## src/hdl/assert_macros.svh

```systemverilog
// Assertion macros for the RTL; gbk_seq.sv includes them.
`ifndef ASSERT_MACROS_SVH
`define ASSERT_MACROS_SVH

// Checks a property on every rising edge while the block is out of reset.
`define GBK_ASSERT(lbl, clk, rst_n, prop, msg) \
    lbl: assert property (@(posedge clk) disable iff (!rst_n) prop) else $error(msg);

// Checks a condition on the cycle after reset is held low.
`define GBK_ASSERT_RST(lbl, clk, rst_n, cond, msg) \
    lbl: assert property (@(posedge clk) !rst_n |=> (cond)) else $error(msg);

`endif

```

## src/hdl/gbk_ram.sv

```systemverilog
`timescale 1ns / 1ps
`default_nettype none

module gbk_ram #(
    parameter int WIDTH  = 8,
    parameter int DEPTH  = 16,
    parameter int ADDR_W = (DEPTH > 1) ? $clog2(DEPTH) : 1
) (
    input  wire logic              i_clk,
    input  wire logic              i_we,
    input  wire logic [ADDR_W-1:0] i_waddr,
    input  wire logic [WIDTH-1:0]  i_wdata,
    input  wire logic [ADDR_W-1:0] i_raddr,
    output logic      [WIDTH-1:0]  o_rdata
);

    logic [WIDTH-1:0] r_mem [DEPTH];
    logic [WIDTH-1:0] r_rdata;

    always_ff @(posedge i_clk) begin
        if (i_we) begin
            r_mem[i_waddr] <= i_wdata;
        end
        r_rdata <= r_mem[i_raddr];
    end

    assign o_rdata = r_rdata;

endmodule

`default_nettype wire

```

## config.mk

```make
export PLATFORM = sky130hd
export DESIGN_NAME = gbk_ram
export DESIGN_NICKNAME = d
export VERILOG_FILES = /design/src/hdl/assert_macros.svh /design/src/hdl/gbk_ram.sv
export SDC_FILE = /design/constraint.sdc
export NUM_CORES = 1
export LEC_CHECK = 0
export BUFFER_PORTS_ARGS = -buffer_cell sky130_fd_sc_hd__clkbuf_2
export CAP_MARGIN = 20
export CORE_MARGIN = 1
export CORE_UTILIZATION = 55
export CTS_CLUSTER_SIZE = 30
export DETAILED_ROUTE_END_ITERATION = 10
export GPL_TIMING_DRIVEN = 0
export PLACE_DENSITY = 0.73
export RECOVER_POWER = 100
export SYNTH_ARGS = -nofsm -noshare
export SYNTH_HDL_FRONTEND = slang
export SYNTH_SLANG_ARGS = --single-unit
```

## constraint.sdc

```tcl
create_clock -name i_clk -period 2.3 [get_ports i_clk]
set_input_delay 0.23 -clock i_clk [delete_from_list [all_inputs] [get_ports i_clk]]
set_output_delay 0.23 -clock i_clk [all_outputs]
set_load 0.005 [all_outputs]
```

==> metrics list <==
- Flip-flop and latch count after synthesis: 136
- Switching power: 1130 uW
- In this run, CTS created clock tree buffers numbering 17.
- Library cell contributing the largest single delay on the critical path: nor3_1
- Count of standard-cell rows: 34
* Clock skew after layout: 3.81 ps
- Input/output buffers: 24
* First drt pass iteration count: 5
- Setup repair after global routing missed its margin: no
- The worst setup path is launched from a primary input.
- Core area: 8890 sq um
- Registers are responsible for 48.4% of the overall power.
- The number of nets in the synthesized netlist is 247.
* Relative slew slack: 44.8%
- Hold violation count in the final report: 0
* Commonest cells after routing, fill and taps aside: 128 x edfxtp_1, 19 x clkbuf_1, 18 x mux4_2
- Die area: 9750 sq um
- In the final routed layout, each cell accounts on average for 24.5 um.
- Antenna violations before repair: 0
- In this run, distinct cell masters in the synthesized netlist total 19.
* Layout overhead on the synthesized area: 16.6%
- Max Transition Viols Final: 0
- After technology mapping, the gate count stands at 229.
- The cell that appears most often on the critical path is clkbuf_1.
* Combined area of all synthesized cells: 5150 sq um
- Category of the most critical setup path: in2reg
- Static power due to leakage: 0.00200 uW
- Portion of the post-synthesis area used by sequential elements: 77.8%
- The final layout contains routed wiring with a total length of 9710 um.
- Worst min-delay path category: in2reg
- For this run, design rule violations remaining after detail routing come to 0.
- After detailed placement, the total cell area comes to 5420 sq um.
* Number of violations of the max-capacitance limit: 0
* Fill cells: 575
* Maximum VDD drop: 0.703 mV
* Slew of the pin with the lowest slew margin: 821 ps
- Of the total power, the clock network draws 47.2%.
- The routed design could run at a clock period as short as 1670 ps.
- Design internal power: 4630 uW
* Worst-Skew Late Latency: 510 ps
- Clock tree from TritonCTS: done
* Maximum fanout count along the critical path: 5
* Switch share: 19.7%
* Most common cell after layout, fill and taps aside: edfxtp_1
- Dividing the detail-routed via count by the number of cells gives 6.22.
- Via count of the first global-routing pass: 2458
* Largest stage delay on the critical path: 660 ps
- Together, buffers and inverters on the worst path number 2.
- In this run the power density over the cells is 960 nW/um^2.
* Number of synthesis warnings: 0
* Final weighted congestion in routability-driven placement: 0.744
* Antenna Diode Count: 0
- Detailed-placement wirelength estimate: 6190 um
- Cell class contributing the biggest share of worst-path delay: simple AND/OR/NAND/NOR gates
- The detailed router placed 2468 vias in this run.
* Final worst path period share: 72.7%
- CTS saw 136 sinks.
* Starting utilization of the core area: 57.9%
- In this run the clock root is driven by a clkbuf_8.
- Data arrives at the worst endpoint at 1860 ps.
- The flow ran to the end, and the final reports show no timing, DRC or antenna violations.
* Htree depth: 4
- Across every metal layer, demand over resource in global routing totals 22.4%.
* Post-Layout Inst Area: 6000 sq um
* Post-CTS Repair Setup Buffers: 0
- GRT Residual Overflow: 0
* Combinational group share of total power: 4.4%
- A synthesized cell averages 22.5 sq um.
- Maximum number of pins on one net before global-route repair: 17
- From left edge to right edge, the die measures 98.7 um.
- At the end of the flow, the number of nets in the layout was 294.
- Final Setup Violations: 0
* Highest achievable clock rate: 598 MHz
* CP Cell Sequence: clkbuf_1 -> or3b_2 -> nor3_1 -> clkbuf_1
- After routing, the total negative slack on setup checks comes to 0 ps.
* DIE HEIGHT: 98.7 um
- Number of instances resized during post-cts repair: 0
- The first global-routing pass estimated 14800 um of wire.
- Number of top-level pins: 26
- Number of buffers on the longest clock path: 2
* Required time of the critical path: 2480 ps
- After clock tree synthesis, the clock-pin slew on the worst setup and hold paths is 60 ps.
- The post-route netlist has 23.9% of its cells at a drive strength greater than 1.
- Worst setup EP type: flip-flop
- For this design, the CTS-stage hold fixing added 0 buffers.
- Iteration-0 DRC Markers: 271
- In this run the remaining antenna-violating nets after routing total 0.
## final timing paths
path	slack [ps]	depth (start not counted)	startpoint	end
max	630	4	i_waddr[2]	r_mem[0][2]
min	230	2	i_waddr[0]	r_mem[12][6]
max reg2reg	920	3	r_mem[5][0]	o_rdata[0]
min reg2reg	680	3	r_mem[10][2]	o_rdata[2]
## cells by family (layout without fill, tap and decap cells)
kind of cell,count (synthesis),count (layout),synth area share [%]
AO/OA/AOI/OAI,16,16,2.33
buffers and inverters,10,70,1.68
flip-flops,136,136,77.8
multiplexers,32,32,15.0
AND/OR/NAND/NOR,35,35,3.18
## flip-flops by register name (all words and copies together), names as in the netlist
name     count
o_rdata      8
r_mem      128
## final cells by class
cell class	instances	area, sq um	area share [%]
clock buffer	18	418	6.97
buffer	10	86.3	1.44
clock inverter	14	181	3.02
timing repair buffer	28	118	1.96
multi-input combinational	83	1060	17.6
sequential	136	4000	66.7
tap	108	135	2.25
## power by group through the flow
stage,logic (uW),registers (uW),clock network [uW]
after floorplan,141,2840,0
after global placement,251,2830,0
after detailed placement,260,2840,0
after CTS,262,2790,2750
after global routing,274,2790,2840
final,254,2790,2720
## cell usage after synthesis
cell type	count	area [sq um]
edfxtp_1	128	3840
mux4_2	18	405
a22oi_1	16	120
mux4_1	14	368
nor2_1	13	48.8
nand2_1	9	33.8
dfxtp_1	8	160
nor3_1	4	20.0
buf_2	3	15.0
buf_6	3	33.8
clkdlybuf4s25_2	3	30.0
nand2b_1	2	12.5
nand3b_1	2	15.0
and2_1	1	6.26
and2b_1	1	7.51
buf_4	1	7.51
nand3_1	1	5.00
nor2b_1	1	6.26
or3b_2	1	8.76
## routing by layer
metal | share of wire (%) | vias up | global-route usage [%]
li1 | - | 1075 | -
met5 | 0 | - | 0
met3 | 6.4 | 11 | 5.11
met2 | 50 | 101 | 35.0
met1 | 42 | 1281 | 31.3
met4 | 1.3 | 0 | 8.27
## metrics by stage
stage	cells	power, uW	hold WS [ps]	setup slack, ps	util, %
global route	397	5910	243	571	67.5
CTS	397	5800	149	699	67.7
global placement	361	3080	600	26.5	60.8
floorplan	229	2980	329	577	-
detailed placement	365	3100	600	165	61.0
finish	397	5760	226	627	67.5
Note: power is estimated with default switching activity, not from simulation.
