[config.mk]
export PLATFORM = sky130hd
export DESIGN_NAME = gbk_out_stage_flat
export DESIGN_NICKNAME = d
export VERILOG_FILES = /design/src/hdl/assert_macros.svh /design/src/hdl/gbk_pkg.sv /design/src/hdl/gbk_if.sv /design/src/hdl/gbk_out_stage.sv /design/src/flat_wrapper.sv
export SDC_FILE = /design/constraint.sdc
export NUM_CORES = 1
export LEC_CHECK = 0
export BUFFER_PORTS_ARGS = -buffer_cell sky130_fd_sc_hd__buf_2
export CORE_AREA = 4 4 206 208
export CTS_CLUSTER_DIAMETER = 50
export CTS_CLUSTER_SIZE = 25
export DETAILED_ROUTE_END_ITERATION = 16
export DIE_AREA = 0 0 210 212
export GPL_ROUTABILITY_DRIVEN = 0
export PLACE_DENSITY = 0.52
export SLEW_MARGIN = 20
export SYNTH_ARGS = -nofsm -noshare
export SYNTH_HDL_FRONTEND = slang
export SYNTH_SLANG_ARGS = --single-unit
[constraint.sdc]
create_clock -name i_clk -period 1 [get_ports i_clk]
set_input_delay 0.05 -clock i_clk [delete_from_list [all_inputs] [get_ports i_clk]]
set_output_delay 0.05 -clock i_clk [all_outputs]
set_load 0.01 [all_outputs]
[src/hdl/assert_macros.svh]
// Assertion macros for the RTL; gbk_seq.sv includes them.
`ifndef ASSERT_MACROS_SVH
`define ASSERT_MACROS_SVH

// Checks a property on every rising edge while the block is out of reset.
`define GBK_ASSERT(lbl, clk, rst_n, prop, msg) \
    lbl: assert property (@(posedge clk) disable iff (!rst_n) prop) else $error(msg);

// Checks a condition on the cycle after reset is held low.
`define GBK_ASSERT_RST(lbl, clk, rst_n, cond, msg) \
    lbl: assert property (@(posedge clk) !rst_n |=> (cond)) else $error(msg);

`endif

[src/hdl/gbk_pkg.sv]
`timescale 1ns / 1ps
`default_nettype none

package gbk_pkg;

    localparam int KEY_WORD_W = 64;
    localparam int KEY_FULL_W = 256;
    localparam int COUNT_W    = 5;

    typedef enum logic [2:0] {
        S_IDLE,
        S_SCAN,
        S_INSERT,
        S_EMIT_RD,
        S_EMIT
    } t_state;

    typedef struct packed {
        logic                  load;
        logic [KEY_FULL_W-1:0] key;
        logic [COUNT_W-1:0]    count;
        logic                  last;
        logic                  ovf;
    } t_emit;

endpackage

`default_nettype wire

[src/hdl/gbk_if.sv]
`timescale 1ns / 1ps
`default_nettype none


interface gbk_out_if
    import gbk_pkg::*;
();
    logic                  valid;
    logic                  ready;
    logic [KEY_WORD_W-1:0] out_word0;
    logic [KEY_WORD_W-1:0] out_word1;
    logic [KEY_WORD_W-1:0] out_word2;
    logic [KEY_WORD_W-1:0] out_word3;
    logic [COUNT_W-1:0]    match_count;
    logic                  run_last;
    logic                  overflowed;

    modport source (
        output valid, out_word0, out_word1, out_word2, out_word3,
               match_count, run_last, overflowed,
        input  ready
    );
    modport sink (
        input  valid, out_word0, out_word1, out_word2, out_word3,
               match_count, run_last, overflowed,
        output ready
    );
endinterface

`default_nettype wire

[src/hdl/gbk_out_stage.sv]
`timescale 1ns / 1ps
`default_nettype none

module gbk_out_stage
    import gbk_pkg::*;
(
    input  wire logic i_clk,
    input  wire logic i_rst_n,
    input  t_emit     i_emit,
    output logic      o_free,
    gbk_out_if.source o_out
);

    logic                  r_valid;
    logic [KEY_FULL_W-1:0] r_key;
    logic [COUNT_W-1:0]    r_count;
    logic                  r_last;
    logic                  r_ovf;

    assign o_free = !r_valid || o_out.ready;

    always_ff @(posedge i_clk) begin
        if (!i_rst_n) begin
            r_valid <= 1'b0;
        end else if (i_emit.load) begin
            r_valid <= 1'b1;
        end else if (o_out.ready) begin
            r_valid <= 1'b0;
        end
    end

    always_ff @(posedge i_clk) begin
        if (i_emit.load) begin
            r_key   <= i_emit.key;
            r_count <= i_emit.count;
            r_last  <= i_emit.last;
            r_ovf   <= i_emit.ovf;
        end
    end

    assign o_out.valid       = r_valid;
    assign o_out.out_word0   = r_key[KEY_WORD_W-1:0];
    assign o_out.out_word1   = r_key[2*KEY_WORD_W-1:KEY_WORD_W];
    assign o_out.out_word2   = r_key[3*KEY_WORD_W-1:2*KEY_WORD_W];
    assign o_out.out_word3   = r_key[4*KEY_WORD_W-1:3*KEY_WORD_W];
    assign o_out.match_count = r_count;
    assign o_out.run_last    = r_last;
    assign o_out.overflowed  = r_ovf;

endmodule

`default_nettype wire

[src/flat_wrapper.sv]
// flat-port wrapper written by rule: the top's interface ports become plain ports
module gbk_out_stage_flat import gbk_pkg::*;
  (i_clk, i_rst_n, i_emit, o_free, o_out_valid, o_out_out_word0, o_out_out_word1, o_out_out_word2, o_out_out_word3, o_out_match_count, o_out_run_last, o_out_overflowed, o_out_ready);
  gbk_out_if o_out_i ();
  input  wire logic i_clk;
  input  wire logic i_rst_n;
  input  t_emit i_emit;
  output logic o_free;
  output wire logic [$bits(o_out_i.valid)-1:0] o_out_valid;
  output wire logic [$bits(o_out_i.out_word0)-1:0] o_out_out_word0;
  output wire logic [$bits(o_out_i.out_word1)-1:0] o_out_out_word1;
  output wire logic [$bits(o_out_i.out_word2)-1:0] o_out_out_word2;
  output wire logic [$bits(o_out_i.out_word3)-1:0] o_out_out_word3;
  output wire logic [$bits(o_out_i.match_count)-1:0] o_out_match_count;
  output wire logic [$bits(o_out_i.run_last)-1:0] o_out_run_last;
  output wire logic [$bits(o_out_i.overflowed)-1:0] o_out_overflowed;
  input wire logic [$bits(o_out_i.ready)-1:0] o_out_ready;
  assign o_out_valid = o_out_i.valid;
  assign o_out_out_word0 = o_out_i.out_word0;
  assign o_out_out_word1 = o_out_i.out_word1;
  assign o_out_out_word2 = o_out_i.out_word2;
  assign o_out_out_word3 = o_out_i.out_word3;
  assign o_out_match_count = o_out_i.match_count;
  assign o_out_run_last = o_out_i.run_last;
  assign o_out_overflowed = o_out_i.overflowed;
  assign o_out_i.ready = o_out_ready;
  gbk_out_stage u_core (.i_clk(i_clk), .i_rst_n(i_rst_n), .i_emit(i_emit), .o_free(o_free), .o_out(o_out_i));
endmodule
==> results.json <==
{
  "worstSkewPairLatency_ps": 550,
  "path_cells": "buf_2",
  "grt_pass1_wl_mm": 38.6,
  "ys_seq_area_frac": 0.996,
  "reg2reg_from": "u_core.o_out.valid$_SDFFE_PN0P_",
  "min_path_cells": 4,
  "cp_max_fo": 1,
  "hpwl_mm": 19.8,
  "io_pins": 532,
  "port_buffers": 531,
  "ant_nets": 0,
  "finalWorstSetupSlack_ps": -203,
  "status": "complete, but fails checks",
  "via_count": 5930,
  "rsz0062_at_grt": "yes",
  "rows": 74,
  "synth_top_area_share": 0.994,
  "fin_crit_sh": 1.20,
  "whs_ps": -120,
  "cts_buffers": 29,
  "synthCells": 267,
  "cts-root-buf": "clkbuf_16",
  "ys_seq_elements": 264,
  "violations": "negative hold slack, negative setup slack",
  "end_kind": "primary output",
  "grt_use_total": 0.113,
  "final_hold_viol_count": 1,
  "synth_cell_types": 5,
  "crit_path_start_kind": "register",
  "instances_no_fill": 1662,
  "peakVddDrop_mv": 1.41,
  "final_nets": 1373,
  "drv_slew": 0,
  "clkSinkCount": 264,
  "hold_path.class": "in2reg",
  "fin_util": 0.374,
  "dieWidth_um": 210,
  "grt-ovfl-total": 0,
  "hold_end": "u_core.o_out.valid$_SDFFE_PN0P_",
  "dieArea_um2": 44500,
  "setup_viol": 265,
  "yosysTopAreaCell": "edfxtp_1",
  "dp.cells": 1341,
  "final.setup_skew_ps": 0,
  "ctsHoldBuffers": 265,
  "cp-startpoint": "u_core.r_key[165]$_DFFE_PP_",
  "grt_pass1_vias": 6707,
  "maxCapViolCount": 0,
  "synth_area_um2": 7950,
  "drive_gt1_frac": 0.529,
  "grt_antenna_before_repair": 3,
  "area_growth_pct": 91.1,
  "htreeDepth": 1,
  "p_per_area_nw_per_um2": 1810,
  "path_class": "reg2out",
  "min_from": "o_out_ready",
  "firstDrtPassIters": 4,
  "path_buf_inv": 1,
  "core_area_um2": 40600,
  "arrival_ps": 1150,
  "fin_crit_ps": 1200,
  "r2r-end": "u_core.o_out.valid$_SDFFE_PN0P_",
  "avgSynthCellArea_um2": 29.8,
  "fmax_mhz": 831,
  "max_stage_delay_ps": 440,
  "clkSlewWorstSetupHoldPaths_ps": 70,
  "start_util": 0.196,
  "die_y_um": 212,
  "yosys_warnings": 0,
  "drc": 0,
  "routed_via_density": 3.57,
  "placed_cell_area_um2": 11400,
  "final_area_um2": 15200,
  "slew_headroom": 0.829,
  "grt_max_degree": 48,
  "regToRegSetupSlack_ps": 270,
  "totalWireLength_mm": 27.3,
  "p_leak_uw": 0.00639,
  "syn_nets": 534,
  "rr_worst_depth": 3,
  "totalPowerFinal_uw": 27500,
  "tightest_slew_ps": 257,
  "critPathTopFamily": "flip-flops",
  "first_iter_violations": 188,
  "cts_tree": "yes",
  "crit_required_ps": 950,
  "routedWlPerCell_um": 16.4,
  "synthTopCellsByArea": "edfxtp_1 99%, dfxtp_1 0.25%, nand2b_4 0.17%",
  "critPathSlowestCell": "edfxtp_1",
  "ctsLongestPathBuffers": 3
}
==> kinds of logic (layout without fill, tap and decap cells) <==
group / count (synthesis) / count (layout) / share of synthesized area
flip-flops: 264 / 264 / 0.996
AND/OR/NAND/NOR: 1 / 1 / 0.00173
AO/OA/AOI/OAI: 1 / 1 / 0.00142
other: 0 / 2 / 0
buffers and inverters: 1 / 862 / 0.000472
==> cell usage in the layout, fill, tap and decap left out, drive strengths merged <==
cell type / n
buf: 543
clkinvlp: 3
a21boi: 1
bufinv: 3
nand2b: 1
dlygate4sd3: 265
dfxtp: 1
inv: 10
edfxtp: 263
clkinv: 8
diode: 2
clkbuf: 30
==> synthesized netlist by cell type <==
master and n:
dfxtp_1 1, inv_1 1, nand2b_4 1, a21boi_2 1, edfxtp_1 263
==> layer usage <==
metal | part of all wire | global-route usage | routed length [um]
met1 | 0.35 | 0.123 | 9660
met2 | 0.53 | 0.206 | 14600
met3 | 0.083 | 0.0350 | 2280
met5 | 0.00059 | 0 | 16
met4 | 0.028 | 0.0421 | 752
==> layout make-up <==
type / instances / area, um^2
fillers: 3778 / 25400
flip-flops and latches: 264 / 7920
repair buffers: 808 / 5550
clock buffers: 30 / 729
well taps: 532 / 666
clock inverters: 23 / 283
multi-input cells: 2 / 25.0
diodes: 2 / 5.00
inverters: 1 / 3.75
==> repair_timing <==
action | in CTS | in global routing
endpoints found under the hold margin | 272 | 1
buffers inserted | 1 | 0
endpoints found under the setup margin | 265 | 265
resized for setup | 4 | 14
==> where the power goes <==
part | internal (uW) | switching [uW]
Clock | 6320 | 4650
Combinational | 1690 | 1440
Sequential | 13100 | 231
Total | 21200 | 6320
==> worst max path at each step <==
stage                                 endpoint  cells past startpoint  slack [ps]
4_1_cts                    o_out_out_word2[37]                      1        -240
3_3_place_gp       u_core.r_key[194]$_DFFE_PP_                      2          60
3_5_place_dp       u_core.r_key[194]$_DFFE_PP_                      2          50
6_report                   o_out_out_word2[37]                      1        -200
2_1_floorplan  u_core.o_out.valid$_SDFFE_PN0P_                      2         340
5_1_grt                     o_out_out_word2[0]                      1        -260
==> flip-flops by register name, summed over array words and instances, names as in the netlist <==
| register | flops |
|---|---|
| u_core.o_out.match_count | 5 |
| u_core.o_out.valid | 1 |
| u_core.r_key | 256 |
| u_core.o_out.overflowed | 1 |
| u_core.o_out.run_last | 1 |
==> through the flow <==
| step | worst slack, ps | setup TNS (ps) |
|---|---|---|
| after floorplan | 336 | 0 |
| after global placement | 57.1 | 0 |
| after detailed placement | 54.7 | 0 |
| after CTS | -243 | -40560 |
| after global routing | -259 | -45030 |
| final | -203 | -28670 |
(Power assumes the default switching activity.)
