`src/hdl/assert_macros.svh`:
```
// Assertion macros for the RTL; gbk_seq.sv includes them.
`ifndef ASSERT_MACROS_SVH
`define ASSERT_MACROS_SVH

// Checks a property on every rising edge while the block is out of reset.
`define GBK_ASSERT(lbl, clk, rst_n, prop, msg) \
    lbl: assert property (@(posedge clk) disable iff (!rst_n) prop) else $error(msg);

// Checks a condition on the cycle after reset is held low.
`define GBK_ASSERT_RST(lbl, clk, rst_n, cond, msg) \
    lbl: assert property (@(posedge clk) !rst_n |=> (cond)) else $error(msg);

`endif

```
`src/hdl/gbk_pkg.sv`:
```
`timescale 1ns / 1ps
`default_nettype none

package gbk_pkg;

    localparam int KEY_WORD_W = 64;
    localparam int KEY_FULL_W = 256;
    localparam int COUNT_W    = 5;

    typedef enum logic [2:0] {
        S_IDLE,
        S_SCAN,
        S_INSERT,
        S_EMIT_RD,
        S_EMIT
    } t_state;

    typedef struct packed {
        logic                  load;
        logic [KEY_FULL_W-1:0] key;
        logic [COUNT_W-1:0]    count;
        logic                  last;
        logic                  ovf;
    } t_emit;

endpackage

`default_nettype wire

```
`src/hdl/gbk_if.sv`:
```
`timescale 1ns / 1ps
`default_nettype none

interface gbk_in_if
    import gbk_pkg::*;
();
    logic                  valid;
    logic                  ready;
    logic [KEY_WORD_W-1:0] key_word0;
    logic [KEY_WORD_W-1:0] key_word1;
    logic [KEY_WORD_W-1:0] key_word2;
    logic [KEY_WORD_W-1:0] key_word3;
    logic                  set_end;

    modport source (
        output valid, key_word0, key_word1, key_word2, key_word3, set_end,
        input  ready
    );
    modport sink (
        input  valid, key_word0, key_word1, key_word2, key_word3, set_end,
        output ready
    );
endinterface


`default_nettype wire

```
`src/hdl/gbk_seq.sv`:
```
`timescale 1ns / 1ps
`default_nettype none
`include "assert_macros.svh"

module gbk_seq
    import gbk_pkg::*;
#(
    parameter int TABLE_DEPTH = 16,
    parameter int KEY_BYTES   = 32,
    parameter int ADDR_W      = (TABLE_DEPTH > 1) ? $clog2(TABLE_DEPTH) : 1,
    parameter int DATA_W      = 8 * KEY_BYTES + COUNT_W
) (
    input  wire logic              i_clk,
    input  wire logic              i_rst_n,
    gbk_in_if.sink                 i_in,
    output logic                   o_we,
    output logic      [ADDR_W-1:0] o_waddr,
    output logic      [DATA_W-1:0] o_wdata,
    output logic      [ADDR_W-1:0] o_raddr,
    input  wire logic [DATA_W-1:0] i_rdata,
    input  wire logic              i_out_free,
    output t_emit                  o_emit
);

    localparam int KEY_W     = 8 * KEY_BYTES;
    localparam int USED_W    = $clog2(TABLE_DEPTH + 1);
    localparam int COUNT_MAX = (TABLE_DEPTH < 31) ? TABLE_DEPTH : 31;

    t_state              r_state, n_state;
    logic [ADDR_W-1:0]   r_idx, n_idx;
    logic [USED_W-1:0]   r_used, n_used;
    logic                r_ovf, n_ovf;
    logic                r_end, n_end;
    logic [KEY_W-1:0]    r_key, n_key;

    logic [KEY_FULL_W-1:0] in_full;
    logic [KEY_FULL_W-1:0] rd_full;
    logic [KEY_W-1:0]      rd_key;
    logic [COUNT_W-1:0]    rd_cnt;
    logic [COUNT_W-1:0]    cnt_inc;
    logic                  hit;
    logic                  last_entry;

    assign in_full    = {i_in.key_word3, i_in.key_word2, i_in.key_word1, i_in.key_word0};
    assign rd_key     = i_rdata[DATA_W-1:COUNT_W];
    assign rd_cnt     = i_rdata[COUNT_W-1:0];
    assign hit        = (rd_key == r_key);
    assign last_entry = ((USED_W'(r_idx) + USED_W'(1)) == r_used);
    assign cnt_inc    = (rd_cnt < COUNT_W'(COUNT_MAX)) ? rd_cnt + COUNT_W'(1) : rd_cnt;

    always_comb begin
        rd_full              = '0;
        rd_full[KEY_W-1:0]   = rd_key;
    end

    always_ff @(posedge i_clk) begin
        if (!i_rst_n) begin
            r_state <= S_IDLE;
            r_idx   <= '0;
            r_used  <= '0;
            r_ovf   <= 1'b0;
            r_end   <= 1'b0;
        end else begin
            r_state <= n_state;
            r_idx   <= n_idx;
            r_used  <= n_used;
            r_ovf   <= n_ovf;
            r_end   <= n_end;
        end
    end

    always_ff @(posedge i_clk) begin
        r_key <= n_key;
    end

    always_comb begin
        n_state       = r_state;
        n_idx         = r_idx;
        n_used        = r_used;
        n_ovf         = r_ovf;
        n_end         = r_end;
        n_key         = r_key;
        i_in.ready    = 1'b0;
        o_we          = 1'b0;
        o_waddr       = r_idx;
        o_wdata       = {r_key, COUNT_W'(1)};
        o_emit        = '0;
        o_emit.key    = rd_full;
        o_emit.count  = rd_cnt;
        o_emit.last   = last_entry;
        o_emit.ovf    = r_ovf;
        case (r_state)
            S_IDLE: begin
                i_in.ready = 1'b1;
                n_idx      = '0;
                if (i_in.valid) begin
                    n_key   = in_full[KEY_W-1:0];
                    n_end   = i_in.set_end;
                    n_state = (r_used == '0) ? S_INSERT : S_SCAN;
                end
            end
            S_SCAN: begin
                if (hit) begin
                    o_we    = 1'b1;
                    o_waddr = r_idx;
                    o_wdata = {r_key, cnt_inc};
                    n_idx   = '0;
                    n_state = r_end ? S_EMIT_RD : S_IDLE;
                end else if (last_entry) begin
                    n_state = S_INSERT;
                end else begin
                    n_idx = r_idx + ADDR_W'(1);
                end
            end
            S_INSERT: begin
                if (r_used < USED_W'(TABLE_DEPTH)) begin
                    o_we    = 1'b1;
                    o_waddr = r_used[ADDR_W-1:0];
                    o_wdata = {r_key, COUNT_W'(1)};
                    n_used  = r_used + USED_W'(1);
                end else begin
                    n_ovf = 1'b1;
                end
                n_idx   = '0;
                n_state = r_end ? S_EMIT_RD : S_IDLE;
            end
            S_EMIT_RD: begin
                n_idx   = '0;
                n_state = S_EMIT;
            end
            S_EMIT: begin
                if (i_out_free) begin
                    o_emit.load = 1'b1;
                    if (last_entry) begin
                        n_used  = '0;
                        n_ovf   = 1'b0;
                        n_idx   = '0;
                        n_state = S_IDLE;
                    end else begin
                        n_idx = r_idx + ADDR_W'(1);
                    end
                end
            end
            default: begin
                n_state = S_IDLE;
            end
        endcase
    end

    // The read address leads the index so that data for r_idx is ready in the next cycle.
    assign o_raddr = n_idx;

    `GBK_ASSERT(a_insert_grows, i_clk, i_rst_n, (r_state == S_INSERT && o_we) |=> r_used == USED_W'($past(r_used) + USED_W'(1)), "table fill did not grow on insert")
    `GBK_ASSERT(a_ovf_when_full, i_clk, i_rst_n, $rose(r_ovf) |-> $past(r_used) == USED_W'(TABLE_DEPTH), "overflow set while table not full")
    `GBK_ASSERT(a_last_clears, i_clk, i_rst_n, (o_emit.load && o_emit.last) |=> (r_used == '0 && !r_ovf), "table not cleared after final result")
    `GBK_ASSERT_RST(a_reset_empty, i_clk, i_rst_n, r_used == '0 && r_state == S_IDLE, "table not empty after reset")

endmodule

`default_nettype wire

```
`src/flat_wrapper.sv`:
```
// flat-port wrapper written by rule: the top's interface ports become plain ports
module gbk_seq_flat import gbk_pkg::*;
#(
    parameter int TABLE_DEPTH = 16,
    parameter int KEY_BYTES   = 32,
    parameter int ADDR_W      = (TABLE_DEPTH > 1) ? $clog2(TABLE_DEPTH) : 1,
    parameter int DATA_W      = 8 * KEY_BYTES + COUNT_W
)
  (i_clk, i_rst_n, o_we, o_waddr, o_wdata, o_raddr, i_rdata, i_out_free, o_emit, i_in_valid, i_in_key_word0, i_in_key_word1, i_in_key_word2, i_in_key_word3, i_in_set_end, i_in_ready);
  gbk_in_if i_in_i ();
  input  wire logic i_clk;
  input  wire logic i_rst_n;
  output logic o_we;
  output logic      [ADDR_W-1:0] o_waddr;
  output logic      [DATA_W-1:0] o_wdata;
  output logic      [ADDR_W-1:0] o_raddr;
  input  wire logic [DATA_W-1:0] i_rdata;
  input  wire logic i_out_free;
  output t_emit o_emit;
  input wire logic [$bits(i_in_i.valid)-1:0] i_in_valid;
  input wire logic [$bits(i_in_i.key_word0)-1:0] i_in_key_word0;
  input wire logic [$bits(i_in_i.key_word1)-1:0] i_in_key_word1;
  input wire logic [$bits(i_in_i.key_word2)-1:0] i_in_key_word2;
  input wire logic [$bits(i_in_i.key_word3)-1:0] i_in_key_word3;
  input wire logic [$bits(i_in_i.set_end)-1:0] i_in_set_end;
  output wire logic [$bits(i_in_i.ready)-1:0] i_in_ready;
  assign i_in_i.valid = i_in_valid;
  assign i_in_i.key_word0 = i_in_key_word0;
  assign i_in_i.key_word1 = i_in_key_word1;
  assign i_in_i.key_word2 = i_in_key_word2;
  assign i_in_i.key_word3 = i_in_key_word3;
  assign i_in_i.set_end = i_in_set_end;
  assign i_in_ready = i_in_i.ready;
  gbk_seq #(.TABLE_DEPTH(TABLE_DEPTH), .KEY_BYTES(KEY_BYTES), .ADDR_W(ADDR_W), .DATA_W(DATA_W)) u_core (.i_clk(i_clk), .i_rst_n(i_rst_n), .i_in(i_in_i), .o_we(o_we), .o_waddr(o_waddr), .o_wdata(o_wdata), .o_raddr(o_raddr), .i_rdata(i_rdata), .i_out_free(i_out_free), .o_emit(o_emit));
endmodule
```
`config.mk`:
```
export PLATFORM = sky130hd
export DESIGN_NAME = gbk_seq_flat
export DESIGN_NICKNAME = d
export VERILOG_FILES = /design/src/hdl/gbk_pkg.sv /design/src/hdl/gbk_if.sv /design/src/hdl/gbk_seq.sv /design/src/flat_wrapper.sv
export VERILOG_INCLUDE_DIRS = /design/src /design/src/hdl
export SDC_FILE = /design/constraint.sdc
export NUM_CORES = 1
export LEC_CHECK = 0
export ABC_AREA = 0
export BUFFER_PORTS_ARGS = -buffer_cell sky130_fd_sc_hd__buf_4
export CORE_AREA = 2 2 417 419
export CTS_BUF_LIST = sky130_fd_sc_hd__clkbuf_8
export CTS_CLUSTER_SIZE = 14
export DETAILED_ROUTE_END_ITERATION = 10
export DIE_AREA = 0 0 419 421
export GPL_TIMING_DRIVEN = 0
export PLACE_DENSITY = 0.3
export SETUP_SLACK_MARGIN = 0.15
export SYNTH_ARGS = -nofsm -noshare
export SYNTH_HDL_FRONTEND = slang
export SYNTH_SLANG_ARGS = --single-unit
```
`constraint.sdc`:
```
create_clock -name i_clk -period 9.1 [get_ports i_clk]
set_input_delay 2.73 -clock i_clk [delete_from_list [all_inputs] [get_ports i_clk]]
set_output_delay 2.73 -clock i_clk [all_outputs]
set_load 0.005 [all_outputs]
```
==> results of run 1 <==
-- cell families after synthesis --
family          Yosys count
buf+inv                 282
flops                   270
xor+xnor                265
simple gates            146
compound gates           38
mux                       6
fa+ha+maj                 5
-- synth_stat cells (all sizes together), types with 2 or more instances --
cell type	instances
inv	10
dfxtp	14
xor2	260
mux2i	4
or2	2
a31oi	5
mux2	2
nand3	9
nand4	18
ha	5
a21oi	9
nand2	9
and3	3
nor2	16
or3	2
o21ai	9
a22oi	4
clkbuf	2
xnor2	5
buf	270
nor2b	2
and2	2
edfxtp	256
nor3	7
nor4	69
-- registers in the layout, indices dropped and copies added, names as in the netlist --
register / count
u_core.r_ovf: 1
u_core.r_used: 5
u_core.r_key: 256
u_core.r_end: 1
u_core.r_state: 3
u_core.r_idx: 4
-- timing repair --
action	in CTS	in global routing
gates resized for setup	5	0
hold buffers	0	0
setup endpoints to repair	10	0
-- cell type report --
cell class              count  area share, %
clock inverters            43         0.9318
clock buffers              69          3.665
well taps                2325          11.23
inverters                  10         0.1545
plain buffers             272          7.860
multi-input cells         460          14.08
repair buffers           1065          31.24
flip-flops and latches    270          30.75
diodes                     10        0.09656
-- where the power goes --
part | internal (mW) | leakage (nW) | total (mW) | switching (mW)
Sequential | 1.75 | 2.57 | 2.10 | 0.347
Clock | 0.733 | 0.698 | 1.43 | 0.697
Combinational | 0.813 | 7.96 | 1.74 | 0.923
-- worst register-to-register path, cell delays in order (launching register included) --
cell and delay (ns):
edfxtp_1 0.45, xor2_1 0.19, nor4_1 0.88, nand4_1 0.46
nor4_4 0.60, nand4_1 0.38, buf_4 0.29, o22ai_1 0.30
nor4_2 0.06
-- metal layers --
metal | share of wire, % | global-route usage (%) | wire, um | up-vias
met1 | 38 | 13.55 | 42690 | 5879
li1 | - | - | - | 5636
met4 | 1.7 | 2.696 | 1940 | 0
met2 | 51 | 21.30 | 56640 | 480
met3 | 9.0 | 5.153 | 10040 | 79
met5 | 0 | 0 | 0 | -
-- worst paths after layout --
path,start,to,slack [ns],cells after the start
setup / recovery,i_rdata[257],o_wdata[0],0.14,9
setup reg to reg,u_core.r_key[252],u_core.r_idx[2],5.36,8
hold reg to reg,u_core.r_ovf,u_core.r_ovf,0.53,2
hold / removal,u_core.r_ovf,u_core.r_ovf,0.53,2
==> flow_summary.ini, run 1 <==
[status]
status = finished clean

[placed_design]
dpl.hpwl_um = 99540
dpl_cell_area_mm2 = 0.02466
gp_congestion = 0.8618
dp_slack_ns = -0.6374
place.port_buffers = 1056
dpl.cell_count = 4402

[clock_network]
post-cts-setup-buffers = 0
clk_path_buf_depth = 3
clkSinkCount = 270
path_clk_slew_ns = 0.05
cts_tree = built
clock_latency_ns = 0.71
h-tree-depth = 3
root_buffer = clkbuf_8
numCtsBuffers = 66

[logic_synthesis]
syn-cell-area_mm2 = 0.01362
synthXorXnorAreaFrac_pct = 17.04
synth_mux_area_share_pct = 0.4592
netlist.area_leader.share_pct = 56.42
yosys_warnings = 0
synthSimpleGateAreaFrac_pct = 6.337
yosysSeqAreaShare_pct = 58.48
synth_compound_area_share_pct = 1.984
synthFlopType = edfxtp_1
synthCells = 1012
yosysUniqueCellTypes = 55
ys_ff_latch = 270
synth.avg_cell_area_um2 = 13.46
synth-edff-count = 256
synthArstFlopShare_pct = 0
yosys.area.top_type = edfxtp_1
synth_fa_ha_area_share_pct = 0.4592
synthTopCellsByArea = edfxtp_1 (56%), xor2_1 (17%), buf_4 (15%), nor4_1 (3.1%), dfxtp_1 (2.1%)
syn_nets = 1539
synth_top_family_by_area = XOR/XNOR gates

[setup_path]
slowest_stage = nor4_1
cp-start-kind = input port
crit_buf_inv = 3
path_class = in2out
cpLargestDelayFamily = simple AND/OR/NAND/NOR gates
cp_cell_sequence = buf_4, xor2_1, nor4_1, nand4_1, nor4_4, nand4_1, buf_4, or3_1, buf_4
setup.worst_path.end_class = output pin
critPathRequiredTime_ns = 6.37
path_max_fanout = 10
critPathMaxStageDelay_ns = 0.88
crit_top_cell = buf_4
critPathArrivalTime_ns = 6.23

[timing]
max_freq_mhz = 111.6
worst_hold_slack_ns = 0.5266
timing.final.ws_setup_ns = 0.1424
tightest_slew_ns = 1.028
final.period_utilization_pct = 98.43
tns_ns = 0
hold_viol = 0
setup_viol = 0
skew_ns = 0.04050
slew_violations = 0
maxSlewHeadroom_pct = 30.80
period_needed_ns = 8.958
grt_setup_unrepaired = false

[floorplanning]
design.core.area_mm2 = 0.1725
start_util_pct = 7.899
dieArea_mm2 = 0.1764
io_pins = 1057
dieHeight_um = 421
die_w_um = 419
num_rows = 153

[detailed_routing]
vias_per_cell = 2.669
drc = 0
drt_iter0_drc = 458
vias = 12070
wl_per_cell_um = 24.60
dr.pass1.iters = 4
detail-route-antenna-nets = 0
drt-total-wl_um = 111300

[final_layout]
fin_util_pct = 15.02
fin_area_mm2 = 0.02591
stdcell_count = 4524
fill_cells = 19500
final_common_cell = buf_4
drive_gt1_share_pct = 65.83
fin_nets = 2672
syn2layout_area_growth_pct = 90.21
regArea_mm2 = 0.007968
final_cell_mix = buf_4 (1324), xor2_1 (260), edfxtp_1 (256)
multi_input_area_mm2 = 0.003650

[run]
drv_cap = 0

[power]
cellLeakagePower_nw = 11.23
power_density_mw_per_mm2 = 203.1
p_total_mw = 5.264
ir_drop_uv = 97.83

[global_route]
grt_use_total_pct = 12.16
antenna_found_initial = 13
grt_pass1_wl_um = 136500
grt_max_degree = 56
grt-ovfl-total = 0
grt_pass1_vias = 12630

[min_path]
hold_path_class = reg2reg
No activity file was read; power rests on OpenSTA's default activity.
==> inputs of run 2 (changes only) <==
--- a/config.mk
+++ b/config.mk
@@ -14,7 +14,7 @@
 export DETAILED_ROUTE_END_ITERATION = 10
 export DIE_AREA = 0 0 419 421
 export GPL_TIMING_DRIVEN = 0
-export PLACE_DENSITY = 0.3
+export PLACE_DENSITY = 0.36
 export SETUP_SLACK_MARGIN = 0.15
 export SYNTH_ARGS = -nofsm -noshare
 export SYNTH_HDL_FRONTEND = slang
==> flow_summary.ini, run 2 (same netlist as run 1, synthesis figures left out) <==
[status]
status = finished clean

[clock_network]
root_buffer = clkbuf_8
cts_hold_buffers = 0
post_cts_resized = 8
cts_tree = built
path_clk_slew_ns = 0.06
clock_latency_ns = 0.79
clkSinkCount = 270
numCtsBuffers = 66
post-cts-setup-buffers = 0
h-tree-depth = 3
clk_path_buf_depth = 3

[detailed_routing]
topRoutingLayerUsed = met4
wl_per_cell_um = 26.32
route.met3.wl_um = 12290
vias = 12500
wl_met1_um = 45740
drt_iter0_drc = 641
dr.pass1.iters = 5
vias_per_cell = 2.765
drc = 0
dr_wl_met2_um = 58170
detail-route-antenna-nets = 0
drt-total-wl_um = 119000

[global_route]
grt_use_total_pct = 13.01
grt_pass1_vias = 12780
antenna_found_initial = 30
grt_pass1_wl_um = 145200
grt-ovfl-total = 0
grt_max_degree = 62

[power]
swShare_pct = 37.80
seq_power_share_pct = 38.6
p_int_mw = 3.336
p_total_mw = 5.363
combPwrFrac_pct = 33.5
ir_drop_uv = 110.9
cellLeakagePower_nw = 11.26
clkPwrFrac_pct = 27.9
switchingPower_mw = 2.027
power_density_mw_per_mm2 = 206.6

[timing]
final.period_utilization_pct = 97.15
setup_viol = 0
period_needed_ns = 8.841
tightest_slew_ns = 0.9087
slew_violations = 0
max_freq_mhz = 113.1
skew_ns = 0.05163
hold_viol = 0
maxSlewHeadroom_pct = 38.86
grt_setup_unrepaired = false

[final_layout]
syn2layout_area_growth_pct = 90.56
final_common_cell = buf_4
fill_cells = 19500
final_cell_mix = buf_4 (1323), xor2_1 (260), edfxtp_1 (256)
largest_reg_flops = 256
multi_input_area_mm2 = 0.003665
regArea_mm2 = 0.007968
top_register = u_core.r_key
drive_gt1_share_pct = 65.74
largestRegisters = u_core.r_key: 256 flops, u_core.r_used: 5 flops, u_core.r_idx: 4 flops
fin_util_pct = 15.05
fin_nets = 2670

[placed_design]
dpl.hpwl_um = 106700
place.port_buffers = 1056
gp_congestion = 0.9138

[min_path]
min_path_cells = 2
hold_path_class = reg2reg

[setup_path]
path_max_fanout = 10
critPathArrivalTime_ns = 6.11
critPathRequiredTime_ns = 6.37
reg2reg_depth = 8
cp-start-kind = input port
path_class = in2out
setup.worst_path.end_class = output pin
rrSetupSlack_ns = 5.59

[floorplanning]
die_w_um = 419
io_pins = 1057
design.core.area_mm2 = 0.1725
start_util_pct = 7.899
dieHeight_um = 421
num_rows = 153
dieArea_mm2 = 0.1764

[run]
drv_cap = 0
## run 2: cell count changes in the layout (fill, tap and decap cells not counted), sizes merged
| cell | previous run | this run |
|---|---|---|
| clkinvlp | 1 | 2 |
| diode | 10 | 6 |
| clkinv | 13 | 14 |
| bufinv | 1 | 2 |
| inv | 38 | 39 |
| clkbuf | 71 | 72 |
| buf | 1335 | 1333 |
## run 2: layer usage
metal / track usage, % / vias up
li1: - / 5622
met1: 14.66 / 6176
met2: 22.03 / 576
met3: 6.128 / 130
met4: 3.111 / 0
met5: 0 / -
## run 2: power by group through the flow
stage	logic [mW]	clock network, mW	registers, mW
floorplan	0.520	0	2.01
global placement	1.82	0	2.18
detailed placement	1.86	0	2.09
CTS	1.87	1.60	2.07
global route	1.95	1.64	2.10
finish	1.80	1.50	2.07
## run 2: stage by stage
stage	std cells	setup WS, ns	setup TNS [ns]	hold slack (ns)	cell area [um^2]
CTS	4517	0.1784	0	0.5379	25950
detailed placement	4400	-0.6636	-4.640	0.5223	24620
finish	4523	0.2593	0	0.5299	25960
global placement	4393	-1.602	-13.96	0.5294	24460
global route	4523	0.1474	0	0.5898	25960
floorplan	1012	2.216	0	0.4667	13630
## run 2: final cells by class
cell class	instances	share of cell area, %
repair buffers	1063	31.05
flip-flops and latches	270	30.69
multi-input cells	460	14.12
well taps	2325	11.20
plain buffers	272	7.846
clock buffers	70	3.711
clock inverters	47	1.176
inverters	10	0.1542
diodes	6	0.05783
## run 2: critical path, cell delays in order
cell	delay, ns
buf_4	0.15
xor2_1	0.26
nor4_1	0.76
nand4_1	0.36
nor4_4	0.50
nand4_1	0.35
buf_4	0.29
or2_4	0.26
nor2_1	0.24
buf_4	0.17
## run 2: path summary, 6_finish.rpt
path,end,startpoint
min reg2reg,u_core.r_end,u_core.r_end
max reg2reg,u_core.r_idx[1],u_core.r_key[125]
max,o_wdata[2],i_rdata[60]
min,u_core.r_end,u_core.r_end
==> inputs of run 3 (changes only) <==
--- a/config.mk
+++ b/config.mk
@@ -8,13 +8,13 @@
 export LEC_CHECK = 0
 export ABC_AREA = 0
 export BUFFER_PORTS_ARGS = -buffer_cell sky130_fd_sc_hd__buf_4
-export CORE_AREA = 2 2 417 419
-export CTS_BUF_LIST = sky130_fd_sc_hd__clkbuf_8
+export CORE_AREA = 8 8 400 402
+export CTS_BUF_LIST = sky130_fd_sc_hd__clkbuf_16
 export CTS_CLUSTER_SIZE = 14
 export DETAILED_ROUTE_END_ITERATION = 10
-export DIE_AREA = 0 0 419 421
+export DIE_AREA = 0 0 408 410
 export GPL_TIMING_DRIVEN = 0
-export PLACE_DENSITY = 0.36
+export PLACE_DENSITY = 0.38
 export SETUP_SLACK_MARGIN = 0.15
 export SYNTH_ARGS = -nofsm -noshare
 export SYNTH_HDL_FRONTEND = slang
==> flow_summary.ini, run 3 (same netlist as run 1, synthesis figures left out) <==
[final_layout]
syn2layout_area_growth_pct = 87.14
fill_cells = 17150
fin_nets = 2645
largest_reg_flops = 256
final_common_cell = buf_4
top_register = u_core.r_key
multi_input_area_mm2 = 0.003620
regArea_mm2 = 0.007968
fin_util_pct = 16.63
drive_gt1_share_pct = 65.33
final_cell_mix = buf_4 (1322), xor2_1 (260), edfxtp_1 (256)
largestRegisters = u_core.r_key: 256 flops, u_core.r_used: 5 flops, u_core.r_idx: 4 flops

[power]
cellLeakagePower_nw = 11.13
power_density_mw_per_mm2 = 207.1
ir_drop_uv = 126.2

[detailed_routing]
wl_per_cell_um = 27.18
drc = 0
dr.pass1.iters = 5
vias = 12310
drt-total-wl_um = 114100
vias_per_cell = 2.932
detail-route-antenna-nets = 0
drt_iter0_drc = 558

[clock_network]
clock_latency_ns = 0.59
clkSinkCount = 270
h-tree-depth = 2
cts_tree = built
clk_path_buf_depth = 3
root_buffer = clkbuf_16
post_cts_resized = 2
cts_hold_buffers = 0
numCtsBuffers = 41
post-cts-setup-buffers = 0
path_clk_slew_ns = 0.05

[setup_path]
crit_buf_inv = 3
critPathArrivalTime_ns = 5.91
critPathMaxStageDelay_ns = 0.86
critPathRequiredTime_ns = 6.37
cp_cell_sequence = buf_4, xor2_1, nor4_1, nand4_1, nor4_2, nand4_1, buf_4, or2_4, nor2_1, buf_4
cpLargestDelayFamily = simple AND/OR/NAND/NOR gates
slowest_stage = nor4_2
path_class = in2out
setup.worst_path.end_class = output pin
cp-start-kind = input port
path_max_fanout = 10
crit_top_cell = buf_4

[timing]
hold_viol = 0
max_freq_mhz = 115.7
slew_violations = 0
tightest_slew_ns = 1.055
skew_ns = 0.02584
timing.final.ws_setup_ns = 0.4572
period_needed_ns = 8.643
final.period_utilization_pct = 94.98
maxSlewHeadroom_pct = 29.04
grt_setup_unrepaired = false
setup_viol = 0

[floorplanning]
dieArea_mm2 = 0.1673
io_pins = 1057
die_w_um = 408
design.core.area_mm2 = 0.1533
dieHeight_um = 410
num_rows = 144
start_util_pct = 8.886

[placed_design]
gp_congestion = 0.8581
dp_slack_ns = -0.2859
dpl.hpwl_um = 102800
place.port_buffers = 1056

[global_route]
grt_max_degree = 63
grt-ovfl-total = 0
grt_use_total_pct = 12.83
antenna_found_initial = 37
grt_pass1_wl_um = 141900
grt_pass1_vias = 13020

[min_path]
hold_path_class = reg2reg

[status]
status = finished clean

[run]
drv_cap = 0
==> run 3: area by class of cell <==
type,instances,share of cell area [%]
Antenna cell,8,0.07852
Buffer,272,7.989
Clock buffer,43,4.220
Clock inverter,28,0.4515
Inverter,10,0.1570
Multi-Input combinational cell,460,14.20
Sequential cell,270,31.25
Tap cell,2044,10.03
Timing Repair Buffer,1063,31.63
==> run 3: worst register-to-register path, delay by kind of cell, from the launching register on <==
| kind | cells | cell delay, ns |
|---|---|---|
| and+or+nand+nor | 5 | 2.18 |
| AOI/OAI and AO/OA | 1 | 0.28 |
| DFF | 1 | 0.40 |
| buffers and inverters | 1 | 0.25 |
| xor gates and xnor gates | 1 | 0.18 |
==> run 3: path summary, 6_finish.rpt <==
check / cells past startpoint / to / slack [ns] / start
worst min register to register: 2 / u_core.r_ovf / 0.50 / u_core.r_ovf
worst max register to register: 8 / u_core.r_idx[2] / 5.67 / u_core.r_key[174]
worst max-delay path: 10 / o_wdata[3] / 0.46 / i_rdata[179]
worst min-delay path: 2 / u_core.r_ovf / 0.50 / u_core.r_ovf
==> run 3: report_power, final <==
part	leakage (nW)	internal, mW	switching [mW]	total [mW]
registers	2.57	1.75	0.314	2.06
clock network	0.639	0.841	0.636	1.48
logic	7.92	0.804	0.936	1.74
total	11.1	3.40	1.89	5.28
==> run 3: per-stage QoR <==
step / TNS, ns / std cells / instance area (um^2) / total power [mW] / hold WS, ns
finish: 0 / 4198 / 25500 / 5.281 / 0.5019
CTS: 0 / 4190 / 25480 / 5.457 / 0.5116
detailed placement: -2.446 / 4119 / 24270 / 3.909 / 0.4963
global placement: -20.04 / 4112 / 24110 / 3.952 / 0.5065
global route: 0 / 4191 / 25480 / 5.543 / 0.5707
floorplan: 0 / 1012 / 13630 / 2.529 / 0.4667
==> run 3: metal layers <==
layer / GRT usage, % / wire, um / vias up / part of all wire (%)
li1: - / - / 5562 / -
met1: 15.11 / 45800 / 6006 / 40
met4: 2.547 / 2228 / 36 / 2.0
met5: 0 / 230 / - / 0.20
met3: 4.701 / 9225 / 115 / 8.1
met2: 22.37 / 56610 / 590 / 50
